`src/hw/rtl/edfs_pkg.sv`:
```
`timescale 1ns / 1ps
// -----------------------------------------------------------------------------
// edfs_pkg
// Shared types and codes of the earliest-deadline-first job scheduler.
// -----------------------------------------------------------------------------
package edfs_pkg;

	// operation codes of an input word
	localparam logic FUNC_ARRIVE = 1'b0;
	localparam logic FUNC_TICK   = 1'b1;

	// input word
	typedef struct packed {
		logic        func;
		logic [7:0]  job_id;
		logic [31:0] deadline;
		logic [15:0] burst;
	} job_word_t;

	// result word
	typedef struct packed {
		logic [31:0] now;
		logic [7:0]  run_id;
		logic        idle;
		logic        done_res;
		logic        full_res;
	} res_word_t;

	// one entry of the slot table
	typedef struct packed {
		logic [7:0]  job;
		logic [31:0] deadline;
		logic [15:0] left;
	} slot_entry_t;

	// sequencer states
	typedef enum logic [3:0] {
		ST_IDLE = 4'b0001,
		ST_SCAN = 4'b0010,
		ST_WB   = 4'b0100,
		ST_RESP = 4'b1000
	} edfs_state_t;

endpackage

```
`src/hw/rtl/edfs_slot_ram.sv`:
```
`timescale 1ns / 1ps
// -----------------------------------------------------------------------------
// edfs_slot_ram
// Slot table: one write port, one read port with registered read data.
// -----------------------------------------------------------------------------
module edfs_slot_ram #(
	parameter int SLOTS = 16
) (
	input  logic                       clk,
	input  logic [$clog2(SLOTS)-1:0]   rd_addr,
	output edfs_pkg::slot_entry_t      rd_data,
	input  logic                       wr_en,
	input  logic [$clog2(SLOTS)-1:0]   wr_addr,
	input  edfs_pkg::slot_entry_t      wr_data
);
	import edfs_pkg::*;

	slot_entry_t mem [SLOTS];

	// write port and registered read
	always_ff @(posedge clk) begin
		if (wr_en) begin
			mem[wr_addr] <= wr_data;
		end
		rd_data <= mem[rd_addr];
	end

endmodule

```
`src/hw/rtl/edfs_core.sv`:
```
`timescale 1ns / 1ps
// -----------------------------------------------------------------------------
// edfs_core
// Sequencer: stores arriving jobs, scans the slot table on each tick for the
// earliest live deadline, expires stale jobs and writes back the run job.
// -----------------------------------------------------------------------------
module edfs_core #(
	parameter int SLOTS = 16
) (
	input  logic                       clk,
	input  logic                       arst_n,
	input  logic                       item_valid,
	output logic                       item_stall,
	input  edfs_pkg::job_word_t        item_word,
	output logic                       rslt_valid,
	input  logic                       rslt_stall,
	output edfs_pkg::res_word_t        rslt_word,
	output logic [$clog2(SLOTS)-1:0]   rd_addr,
	input  edfs_pkg::slot_entry_t      rd_data,
	output logic                       wr_en,
	output logic [$clog2(SLOTS)-1:0]   wr_addr,
	output edfs_pkg::slot_entry_t      wr_data
);
	import edfs_pkg::*;

	localparam int IDX_W = $clog2(SLOTS);
	localparam int CNT_W = $clog2(SLOTS + 1);
	localparam logic [CNT_W-1:0] END_CNT = CNT_W'(SLOTS);

	edfs_state_t        state_q;
	logic [SLOTS-1:0]   used_q;
	logic [31:0]        time_q;
	logic [CNT_W-1:0]   issue_q;
	logic               eval_valid_s1;
	logic [IDX_W-1:0]   eval_idx_s1;
	logic               found_q;
	logic [IDX_W-1:0]   pick_q;
	logic [31:0]        best_dl_q;
	logic [7:0]         best_job_q;
	logic [15:0]        best_left_q;
	res_word_t          res_q;

	logic               accept;
	logic               is_arrive;
	logic               free_any;
	logic [IDX_W-1:0]   free_idx;
	logic               store;
	logic               issue_active;
	logic               expired;
	logic               take;
	logic               last_unit;

	// lowest free slot
	always_comb begin
		free_any = 1'b0;
		free_idx = '0;
		for (int i = SLOTS - 1; i >= 0; i--) begin
			if (!used_q[i]) begin
				free_any = 1'b1;
				free_idx = IDX_W'(i);
			end
		end
	end

	// handshake and arrival store
	assign item_stall = (state_q != ST_IDLE);
	assign accept     = item_valid && (state_q == ST_IDLE);
	assign is_arrive  = (item_word.func == FUNC_ARRIVE);
	assign store      = accept && is_arrive && (item_word.burst != 16'd0) && free_any;

	// scan read issue
	assign issue_active = (state_q == ST_SCAN) && (issue_q != END_CNT);
	assign rd_addr      = issue_q[IDX_W-1:0];

	// compare of the slot whose data has come back
	assign expired = (rd_data.deadline <= time_q);
	assign take    = eval_valid_s1 && used_q[eval_idx_s1] && !expired &&
	                 (!found_q || (rd_data.deadline < best_dl_q));
	assign last_unit = (best_left_q == 16'd1);

	// table write port: new job on arrival, decremented work on write-back
	always_comb begin
		if (state_q == ST_WB) begin
			wr_en         = found_q;
			wr_addr       = pick_q;
			wr_data.job      = best_job_q;
			wr_data.deadline = best_dl_q;
			wr_data.left     = best_left_q - 16'd1;
		end else begin
			wr_en         = store;
			wr_addr       = free_idx;
			wr_data.job      = item_word.job_id;
			wr_data.deadline = item_word.deadline;
			wr_data.left     = item_word.burst;
		end
	end

	assign rslt_valid = (state_q == ST_RESP);
	assign rslt_word  = res_q;

	// sequencer
	always_ff @(posedge clk or negedge arst_n) begin
		if (!arst_n) begin
			state_q       <= ST_IDLE;
			used_q        <= '0;
			time_q        <= '0;
			issue_q       <= '0;
			eval_valid_s1 <= 1'b0;
			eval_idx_s1   <= '0;
			found_q       <= 1'b0;
			pick_q        <= '0;
			best_dl_q     <= '0;
			best_job_q    <= '0;
			best_left_q   <= '0;
			res_q         <= '0;
		end else begin
			case (state_q)
				ST_IDLE: begin
					if (accept) begin
						res_q.now      <= time_q;
						res_q.run_id   <= 8'd0;
						res_q.idle     <= 1'b0;
						res_q.done_res <= 1'b0;
						res_q.full_res <= is_arrive && (item_word.burst != 16'd0) &&
						                  !free_any;
						issue_q        <= '0;
						eval_valid_s1  <= 1'b0;
						found_q        <= 1'b0;
						if (store) begin
							used_q[free_idx] <= 1'b1;
						end
						state_q <= is_arrive ? ST_RESP : ST_SCAN;
					end
				end
				ST_SCAN: begin
					eval_valid_s1 <= issue_active;
					eval_idx_s1   <= issue_q[IDX_W-1:0];
					if (issue_active) begin
						issue_q <= issue_q + CNT_W'(1);
					end
					// drop jobs whose deadline has passed
					if (eval_valid_s1 && expired) begin
						used_q[eval_idx_s1] <= 1'b0;
					end
					if (take) begin
						found_q     <= 1'b1;
						pick_q      <= eval_idx_s1;
						best_dl_q   <= rd_data.deadline;
						best_job_q  <= rd_data.job;
						best_left_q <= rd_data.left;
					end
					if (!issue_active && !eval_valid_s1) begin
						state_q <= ST_WB;
					end
				end
				ST_WB: begin
					res_q.idle     <= !found_q;
					res_q.run_id   <= found_q ? best_job_q : 8'd0;
					res_q.done_res <= found_q && last_unit;
					if (found_q && last_unit) begin
						used_q[pick_q] <= 1'b0;
					end
					if (time_q != 32'hFFFF_FFFF) begin
						time_q <= time_q + 32'd1;
					end
					state_q <= ST_RESP;
				end
				ST_RESP: begin
					if (!rslt_stall) begin
						state_q <= ST_IDLE;
					end
				end
				default: begin
					state_q <= ST_IDLE;
				end
			endcase
		end
	end

endmodule

```
`src/hw/rtl/edf_job_scheduler.sv`:
```
`timescale 1ns / 1ps
// -----------------------------------------------------------------------------
// edf_job_scheduler
// Earliest-deadline-first scheduler over a table of SLOTS job slots.
//
// Input channel job_valid / job_stall / job_word carries one word per item:
// func arrive stores the job in the lowest free slot (or flags full_res),
// func tick expires jobs with deadline <= now, runs one unit of the job with
// the earliest deadline (lowest slot on a tie) and advances time by one.
// Output channel res_valid / res_stall / res_word returns one word per item.
// From the accepting edge to res_valid, an arrive passes through the core's
// response state and the output register; a tick first runs a scan of the slot
// table, one slot per cycle through its single registered read port, and then
// a write-back. The next word is accepted once the core is back in idle after
// its result has left the core.
// One item is in work at a time; job_stall is high while it is.
// The output register lets the next item be accepted while a result waits;
// a stalled result holds, and the core then waits with its own result.
// Reset clears all slot valid bits, time and both handshakes; the table
// memory itself needs no clearing pass.
// -----------------------------------------------------------------------------
module edf_job_scheduler #(
	parameter int SLOTS = 16
) (
	input  logic                 clk,
	input  logic                 arst_n,
	input  logic                 job_valid,
	output logic                 job_stall,
	input  edfs_pkg::job_word_t  job_word,
	output logic                 res_valid,
	input  logic                 res_stall,
	output edfs_pkg::res_word_t  res_word
);
	import edfs_pkg::*;

	localparam int IDX_W = $clog2(SLOTS);

	logic               core_valid;
	logic               core_stall;
	res_word_t          core_word;
	logic [IDX_W-1:0]   rd_addr;
	slot_entry_t        rd_data;
	logic               wr_en;
	logic [IDX_W-1:0]   wr_addr;
	slot_entry_t        wr_data;
	logic               out_valid_q;
	res_word_t          out_word_q;

	// slot table
	edfs_slot_ram #(
		.SLOTS (SLOTS)
	) u_ram (
		.clk     (clk),
		.rd_addr (rd_addr),
		.rd_data (rd_data),
		.wr_en   (wr_en),
		.wr_addr (wr_addr),
		.wr_data (wr_data)
	);

	// sequencer
	edfs_core #(
		.SLOTS (SLOTS)
	) u_core (
		.clk        (clk),
		.arst_n     (arst_n),
		.item_valid (job_valid),
		.item_stall (job_stall),
		.item_word  (job_word),
		.rslt_valid (core_valid),
		.rslt_stall (core_stall),
		.rslt_word  (core_word),
		.rd_addr    (rd_addr),
		.rd_data    (rd_data),
		.wr_en      (wr_en),
		.wr_addr    (wr_addr),
		.wr_data    (wr_data)
	);

	// output register
	assign core_stall = out_valid_q && res_stall;

	always_ff @(posedge clk or negedge arst_n) begin
		if (!arst_n) begin
			out_valid_q <= 1'b0;
			out_word_q  <= '0;
		end else if (!core_stall) begin
			out_valid_q <= core_valid;
			out_word_q  <= core_word;
		end
	end

	assign res_valid = out_valid_q;
	assign res_word  = out_word_q;

	// checks
	a_busy_after_accept: assert property (@(posedge clk) disable iff (!arst_n)
		job_valid && !job_stall |=> job_stall)
		else $error("scheduler took a word while still working on one");

	a_idle_word: assert property (@(posedge clk) disable iff (!arst_n)
		res_valid && res_word.idle |->
			res_word.run_id == 8'd0 && !res_word.done_res && !res_word.full_res)
		else $error("idle tick reports a running job");

	a_full_word: assert property (@(posedge clk) disable iff (!arst_n)
		res_valid && res_word.full_res |->
			!res_word.done_res && res_word.run_id == 8'd0)
		else $error("full arrival reports a job run");

endmodule
```
`config.mk`:
```
export PLATFORM = sky130hd
export DESIGN_NAME = edf_job_scheduler
export DESIGN_NICKNAME = d
export VERILOG_FILES = /design/src/hw/rtl/edfs_pkg.sv /design/src/hw/rtl/edfs_slot_ram.sv /design/src/hw/rtl/edfs_core.sv /design/src/hw/rtl/edf_job_scheduler.sv
export SDC_FILE = /design/constraint.sdc
export NUM_CORES = 1
export LEC_CHECK = 0
export BUFFER_PORTS_ARGS = -buffer_cell sky130_fd_sc_hd__buf_2
export CORE_AREA = 5 5 399 401
export CTS_BUF_LIST = sky130_fd_sc_hd__clkbuf_16
export DETAILED_ROUTE_END_ITERATION = 8
export DIE_AREA = 0 0 404 406
export RECOVER_POWER = 50
export SETUP_SLACK_MARGIN = 0.1
export SYNTH_ARGS = -nofsm -noshare
export SYNTH_HDL_FRONTEND = slang
export SYNTH_SLANG_ARGS = --single-unit
export TNS_END_PERCENT = 50
```
`constraint.sdc`:
```
create_clock -name clk -period 7.8 [get_ports clk]
set_input_delay 0.39 -clock clk [delete_from_list [all_inputs] [get_ports clk]]
set_output_delay 0.39 -clock clk [all_outputs]
set_load 0.03 [all_outputs]
```
# After elaboration in Yosys (flattened, before gate mapping)
# Memories as Yosys holds them, arrays and structs flattened. A register that Yosys moved wholly into a read port is not among the register bits.
# Index checks and enable logic that the tools add are counted.
[totals]
ff_bits = 210
latchBits = 0
mem_bits_rw = 896
romBits = 0
inputBits = 61
elab_cells = 157
memories = 1
[memory_table]
columns = ["memory", "words", "word_bits", "read_ports", "rd_clocked_by_memory_dff", "wr", "line_no", "rtl"]
rows = [
  ["u_ram.mem", 16, 56, 1, 1, 1, "edfs_slot_ram.sv:18", "slot_entry_t mem [SLOTS];"],
]
[classes]
addsub = 3
mul = 0
n_div = 0
magnitude_cmp = 8
n_eq_ne = 16
shifts = 0
muxes = 65
bitwise_logic = 6
n_reduce_logical = 36
[ops]
columns = ["operator", "n"]
rows = [
  ["2-to-1 mux 4 bit", 21],
  ["2-to-1 mux 16 bit", 4],
  ["2-to-1 mux 56 bit", 1],
  ["case mux 16 bit (3 select lines)", 1],
  ["adder 32 x 1 -> 32 bit (second input constant)", 1],
  ["AND 16 bit", 2],
  ["less-or-equal comparator 32 bit", 1],
  ["less-than comparator 32 bit", 1],
  ["!= test 32 bit (second input constant)", 1],
  ["NOT 16 bit", 2],
  ["2-to-1 mux 1 bit", 25],
  ["case mux 10 bit (2 select lines)", 1],
  ["logical AND 1 bit", 17],
  ["equality test 16 x 1 -> 1 bit (second input constant)", 1],
  ["OR 16 bit", 1],
  ["case mux 4 bit (4 select lines)", 1],
  ["nonzero test 16 bit", 1],
  ["subtractor 16 x 1 -> 16 bit (second input constant)", 1],
  ["less-than comparator 4 x 5 -> 1 bit (second input constant)", 3],
  ["demux 1 bit (select 4 bit)", 3],
  ["greater-or-equal comparator 4 x 1 -> 1 bit (second input constant)", 3],
  ["2-to-1 mux 11 bit", 1],
  ["2-to-1 mux 5 bit", 2],
  ["case mux 5 bit (2 select lines)", 1],
  ["20 further kinds", 38],
]

# Longest topological paths before layout
# Gate-level depths: netlist of the first run.
[logic_depth]
ltp_word = 24
ltp_mapped = 11
mapped_depth_nobuf = 9

# Hierarchy
# A second synthesis of the first run with hierarchy kept.
[unflattened]
cells_unflattened = 2610
hier_area_um2 = 46657.2
[modules_own_cells]
columns = ["mod", "n_inst", "cells_per_inst", "area_each_um2"]
rows = [
  ["edfs_slot_ram", 1, 1445, 34678.3],
  ["edfs_core", 1, 1071, 10184.8],
  ["edf_job_scheduler", 1, 94, 1794.2],
]

# Least setup slack after synthesis of the first run
# OpenSTA, ideal clock, no wires.
[synth_timing]
path_kind = "register -> register"
from = "reg u_core.state_q[0]"
to = "mem u_ram.mem[10][0] (netlist bit), enable pin"
t_arrival_ns = 5.652
required_time_ns = 7.261
setup_slack_ns = 1.609
stages_incl_launch_ff = 7
period_less_slack_ns = 6.191
path_cell_list = "dfstp_2 nor4b_4 nand2_2 or4b_4 a21boi_0 nand2b_1 nor3_1"
[synth_between]
elab_chain_len = 8
word_cells_on_any_way = 10
classes_between = "2 x eq/ne; 4 x mux; 4 x reduce/logical"
[synth_lines]
columns = ["item", "line_no", "rtl"]
rows = [
  ["start, declared", "edfs_core.sv:30", "edfs_state_t state_q;"],
  ["start signal, assigned", "edfs_core.sv:132", "state_q <= is_arrive ? ST_RESP : ST_SCAN;"],
  ["equality test 4 x 1 -> 1 bit", "edfs_core.sv:67", "assign accept = item_valid && (state_q == ST_IDLE);"],
  ["logical AND 1 bit", "edfs_core.sv:67", ""],
  ["logical AND 1 bit (3 in series)", "edfs_core.sv:69", "assign store = accept && is_arrive && (item_word.burst != 16'd0) && free_any;"],
  ["2-to-1 mux 1 bit", "edfs_core.sv:83", "if (state_q == ST_WB) begin"],
  ["2-to-1 mux 1 bit", "edfs_slot_ram.sv:22", "if (wr_en) begin"],
  ["2-to-1 mux 1 bit (not written as such)", "edfs_slot_ram.sv:23", "mem[wr_addr] <= wr_data;"],
  ["end, declared", "edfs_slot_ram.sv:18", ""],
]
# Several ways; a longest one is shown, not always the timed one.

# Worst setup path after layout of the first run
[layout_timing]
from = "reg u_core.state_q[0]"
to = "reg u_core.used_q[1]"
[layout_between]
elab_chain_len = 7
word_cells_on_any_way = 14
classes_between = "7 x eq/ne; 1 x mux; 6 x reduce/logical"
[layout_lines]
columns = ["item", "line_no", "rtl"]
rows = [
  ["equality test 4 x 1 -> 1 bit", "edfs_core.sv:67, edfs_core.sv:117", ""],
  ["logical AND 1 bit", "edfs_core.sv:67", ""],
  ["logical AND 1 bit (3 in series)", "edfs_core.sv:69", ""],
  ["!= test 2 x 1 -> 1 bit (no line)", "-", ""],
  ["AND reduction 5 bit (no line)", "-", ""],
  ["end signal, assigned", "edfs_core.sv:105", "used_q <= '0;"],
  ["end signal, assigned by index", "edfs_core.sv:130", "used_q[free_idx] <= 1'b1;"],
  ["end signal, assigned by index", "edfs_core.sv:143", "used_q[eval_idx_s1] <= 1'b0;"],
  ["end, declared", "edfs_core.sv:31", "logic [SLOTS-1:0] used_q;"],
]
# Several ways; a longest one is shown, not always the timed one.
# A chain may end at the register's enable or synchronous reset.

==> results.ini, run 1 <==
[run_status]
outcome=complete, but fails checks
violations=capacitance limit, slew limit

[sta]
holdWs_ns=0.2866
rsz0062_at_grt=false
hold_violations=0
period_share_pct=69.96
final-setup-viol-count=0
slew_violations=440
fin_skew_ns=0.02750
worstMarginPinSlew_ns=3.988
max_freq_mhz=183.3
setup_tns_ns=0
timing.final.ws_setup_ns=2.343
max_slew_margin_pct=-165.9
period_needed_ns=5.457

[critical_path]
worstSetupStartpoint=u_core.state_q[0]$_DFFE_PN1P_
crit_chain=or4b_1 > clkbuf_1 > nand2_1 > a221oi_1 > a21oi_1 > o21ba_1
cpMaxStageDelayCell=or4b_1
endpoint_kind=register
rrSetupSlack_ns=2.34
reg2reg_to=u_core.used_q[1]$_DFFE_PN0P_
critical_path_class=register to register
cp-start-kind=register
path_max_fanout=59
ff2ff_path_depth=6
critPathCapture=u_core.used_q[1]$_DFFE_PN0P_
critPathRequiredTime_ns=8.41
critPathArrivalTime_ns=6.07
cpPeakStageDelay_ns=1.72
rr_startpoint=u_core.state_q[0]$_DFFE_PN1P_

[drt]
dr.pass1.iters=5
vias=23410
drc_errors=0
via_per_inst=4.858
finalWirelength_um=108500
drtIter0Drc=2186
postRouteAntennaNets=0
wl_per_cell_um=22.51

[yosys]
syn_avg_cell_area_um2=18.75
yosys.area_share.simple_pct=3.812
synth_fa_ha_area_share_pct=1.841
synth_top_flop_cell=edfxtp_1
synth_seq_cells=1162
synth.largest_area_cell=edfxtp_1
synth_fp_nets=2594
synth.area.top_cells=edfxtp_1, mux4_2, dfrtp_1, mux2_2, dfxtp_1
synthMuxAreaShare_pct=16.42
synth_edf_count=896
synthCells=2465
synth_xor_area_share_pct=0.8528
synth_warnings=0
netlist-cell-type-count=80
synth_top_family_by_area=multiplexers
synth-compound-area-share_pct=3.457
synthDominantCellAreaShare_pct=58.21
synth.cell_area_um2=46220
yosysSeqAreaShare_pct=72.01
synthArstFlopShare_pct=18.07

[clocking]
cts_setup_buffers=0
cts_resized=0
clk_latency_ns=0.70
clk_pin_slew_ns=0.06
hold_buffers=3
clkSinkCount=1162
cts_tree=yes
h-tree-depth=3
clock-root-buffer=clkbuf_16
clock_path_buffers=3
numCtsBuffers=114

[global_routing]
gr-usage-all-layers_pct=13.10
grt_max_degree=155
antenna_found_initial=17
grt_overflow=0
grt_pass1_wl_um=161300
grt_pass1_vias=24290

[place]
dp_slack_ns=3.705
io_buffers=105
place_hpwl_um=63960
gp_congestion=0.8226
place_area_um2=49650
dp_cells=4598

[power_and_ir_drop]
power_density_nw_per_um2=296.8
totalPowerFinal_mw=15.78
vdd_drop_max_mv=0.1659
p_leak_nw=17.83

[floorplanning]
initial_core_util_pct=29.76
fp.coreArea_um2=155300
die_h_um=406
rows=145
io_pins=106
die_area_um2=164000
die_w_um=404

[final_layout]
final_cells=4819
num-nets-final=2788
drive_above_1_share_pct=24.51
syn_to_final_growth_pct=15.04
fin_util_pct=34.24
design_area_um2=53170

[run]
max_cap_viol_count=10

[worst_hold_path]
hold_path.class=input pin to register

==> registers in the layout, summed over array words and instances (netlist names), 5 cells and up <==
signal and count:
u_core.time_q 32, u_core.best_job_q 8, u_ram.rd_data 56, u_core.best_dl_q 32, u_ram.mem 896, u_core.rslt_word 43
u_core.issue_q 5, res_word 43, u_core.best_left_q 16, u_core.used_q 16
==> final cells by class <==
class | instances | area (µm²)
diodes | 3 | 7.507
clock buffers | 117 | 2928
clock inverters | 98 | 824.5
fillers | 14740 | 102100
inverters | 76 | 285.3
multi-input cells | 1116 | 12270
flip-flops and latches | 1162 | 33300
well taps | 2058 | 2575
repair buffers | 189 | 979.7
==> worst max-delay path, delay by kind of cell (launching register included) <==
family,cells,cell delay (ns)
AND/OR/NAND/NOR,2,2.59
AO/OA/AOI/OAI,3,0.85
buffers and inverters,1,1.28
flip-flops,1,0.65
==> power breakdown <==
| part | leakage [nW] | total, mW | switching (mW) | internal (mW) |
|---|---|---|---|---|
| Sequential | 11.4 | 7.51 | 0.345 | 7.17 |
| Clock | 1.98 | 5.46 | 2.29 | 3.17 |
| Combinational | 4.45 | 2.81 | 1.61 | 1.20 |
==> synth_stat cells, types with 21 or more instances <==
master	count
clkbuf_1	75
nor2_1	44
dfrtp_1	209
o21ai_0	122
inv_1	75
a21oi_1	22
nand4_1	26
nor3_1	44
dfxtp_1	56
nand2_1	167
mux2_2	101
xnor2_1	38
mux4_2	285
edfxtp_1	896
buf_1	22
ha_1	68
nand3_1	21
==> worst min-delay path by stage <==
stage                 start                          end  slack [ns]  cells after the start
2_1_floorplan        arst_n        res_valid$_DFFE_PN0N_        0.09                      0
3_3_place_gp         arst_n     res_word[20]$_DFFE_PN0N_        0.40                      1
3_5_place_dp         arst_n     res_word[20]$_DFFE_PN0N_        0.41                      1
4_1_cts        job_word[18]  u_ram.mem[11][18]$_DFFE_PP_        0.15                      4
5_1_grt        job_word[47]  u_ram.mem[12][47]$_DFFE_PP_        0.31                      3
6_report       job_word[47]  u_ram.mem[14][47]$_DFFE_PP_        0.29                      3
==> placed cells by master, fill, tap and decap left out, types with 28 or more instances in the layout <==
cell type / count
ha_1: 68
nor2_1: 44
o21ai_0: 118
nand2_1: 167
mux4_2: 285
edfxtp_1: 896
clkbuf_1: 89
inv_1: 112
clkbuf_16: 117
mux2_2: 101
nor3_1: 28
buf_4: 34
dfxtp_1: 56
xnor2_1: 38
dfrtp_1: 205
buf_2: 59
==> per-layer routing <==
layer  global-route usage, %  up-vias  share of wire, %
met1                   18.69    12310                45
met3                   2.278      145               5.8
met5                       0        -             0.012
met4                   3.773        2               2.4
met2                   20.71      700                47
li1                        -    10260                 -
==> logic make-up after synthesis <==
logic type / after synthesis
buffers and inverters: 187
adders and majority gates: 68
xor gates and xnor gates: 45
and+or+nand+nor: 367
muxes: 389
AOI/OAI and AO/OA: 247
DFF: 1162
(Power assumes the default switching activity.)
==> run 2, diff against run 1 <==
clock period = 4.9 ns   (was 7.8 ns; I/O delays follow)
==> results.ini, run 2 (synthesis results as in run 1) <==
[run_status]
outcome=complete, but fails checks
violations=capacitance limit, slew limit

[floorplanning]
die_h_um=406
io_pins=106
die_area_um2=164000
fp.coreArea_um2=155300
rows=145
die_w_um=404
initial_core_util_pct=29.76

[global_routing]
grt_pass1_vias=24190
gr-usage-all-layers_pct=13.70
antenna_found_initial=13
grt_overflow=0
grt_max_degree=111
grt_pass1_wl_um=167000

[place]
place_hpwl_um=63900
io_buffers=105
gp_congestion=0.8348
dp_slack_ns=1.344

[clocking]
clock_path_buffers=3
h-tree-depth=3
cts_setup_buffers=0
cts_tree=yes
clkSinkCount=1162
clk_pin_slew_ns=0.06
clk_latency_ns=0.73
clock-root-buffer=clkbuf_16
numCtsBuffers=112

[critical_path]
rrSetupSlack_ns=0.91
critPathRequiredTime_ns=5.54
endpoint_kind=register
critical_path_class=register to register
path_max_fanout=66
ff2ff_path_depth=6
cp-start-kind=register
critPathArrivalTime_ns=4.63

[worst_hold_path]
hold_path.class=input pin to register
hold_depth=4

[final_layout]
top_regs=u_ram.mem: 896 flops, u_ram.rd_data: 56 flops
largest_reg_flops=896
fillCellCount=14660
regMostFlops=u_ram.mem
syn_to_final_growth_pct=15.69
num-nets-final=2809
fin_util_pct=34.43
final_common_cell=edfxtp_1
drive_above_1_share_pct=24.97
layout.cells.most_common_list=edfxtp_1, mux4_2, dfrtp_1, nand2_1, o21ai_0

[sta]
max_slew_margin_pct=-107.7
fin_skew_ns=0.02160
timing.final.ws_setup_ns=0.9104
worstMarginPinSlew_ns=3.116
period_share_pct=81.42
hold_violations=0
max_freq_mhz=250.7
rsz0062_at_grt=false
slew_violations=261
final-setup-viol-count=0
period_needed_ns=3.990

[drt]
wl_per_cell_um=23.33
dr.pass1.iters=8
drc_errors=0
postRouteAntennaNets=0
finalWirelength_um=113000
drtIter0Drc=1980
vias=23720
via_per_inst=4.896

[power_and_ir_drop]
power_density_nw_per_um2=465.5
p_leak_nw=17.90
vdd_drop_max_mv=0.3785

[run]
max_cap_viol_count=4

run 2: cell types whose count changed in the layout (fill, tap and decap cells not counted), sizes merged, moves of 5 or more:
cell,delta
buf,+21
clkbuf,-7
clkinv,+11
diode,+5
dlygate4sd3,+5
inv,-8
run 2: final timing paths:
path	startpoint	to
hold / removal	job_word[29]	u_ram.mem[4][29]$_DFFE_PP_
hold reg to reg	u_ram.rd_data[53]$_DFF_P_	u_core.best_job_q[5]$_DFFE_PN0P_
setup / recovery	u_core.state_q[1]$_DFFE_PN0P_	u_core.time_q[13]$_DFFE_PN0P_
min in group asynchronous	arst_n	res_word[19]$_DFFE_PN0N_
max in group asynchronous	arst_n	u_core.best_job_q[7]$_DFFE_PN0P_
setup reg to reg	u_core.state_q[1]$_DFFE_PN0P_	u_core.time_q[13]$_DFFE_PN0P_
run 2: where the power goes:
part           switching (mW)  internal, mW  total, mW  leakage [nW]
combinational            2.45          1.93       4.37          4.63
clock                    3.81          4.75       8.56          1.87
sequential              0.556          11.4       12.0          11.4
run 2: layout make-up:
cell class	instances	area [µm²]	share of cell area [%]
Inverter	76	285.3	0.5335
Clock buffer	113	2828	5.288
Antenna cell	8	20.02	0.03744
Clock inverter	100	814.5	1.523
Timing Repair Buffer	212	1403	2.623
Sequential cell	1162	33290	62.27
Tap cell	2058	2575	4.816
Multi-Input combinational cell	1116	12250	22.91
run 2: repair_timing:
action	4_1_cts	5_1_grt
endpoints found under the hold margin	191	0
resized for setup	0	0
hold buffers	8	0
run 2: critical path: stages, from the launching register on:
cell	delay (ns)
dfrtp_1	0.45
or4b_4	0.94
clkbuf_2	0.90
a21oi_1	0.85
nand2_1	0.27
nor4_1	0.28
xnor2_1	0.16
run 2: metal layers:
layer	track usage, %	share of wire (%)	wire length (µm)
met5	0	0.019	21
met4	3.479	2.0	2210
met3	2.478	5.5	6204
met2	22.55	49	54990
met1	18.90	44	49610
run 2: through the flow:
step | instance area [µm²] | cells | power [mW] | TNS (ns) | hold WS [ns]
after floorplan | 46220 | 2465 | 15.49 | -1135.98 | -0.05059
after global placement | 50000 | 4616 | 16.58 | 0 | 0.3894
after detailed placement | 50000 | 4616 | 16.62 | 0 | 0.3802
after CTS | 53720 | 4837 | 25.21 | 0 | 0.004426
after global routing | 53460 | 4840 | 26.06 | 0 | 0.1530
final | 53470 | 4845 | 24.89 | 0 | 0.1286
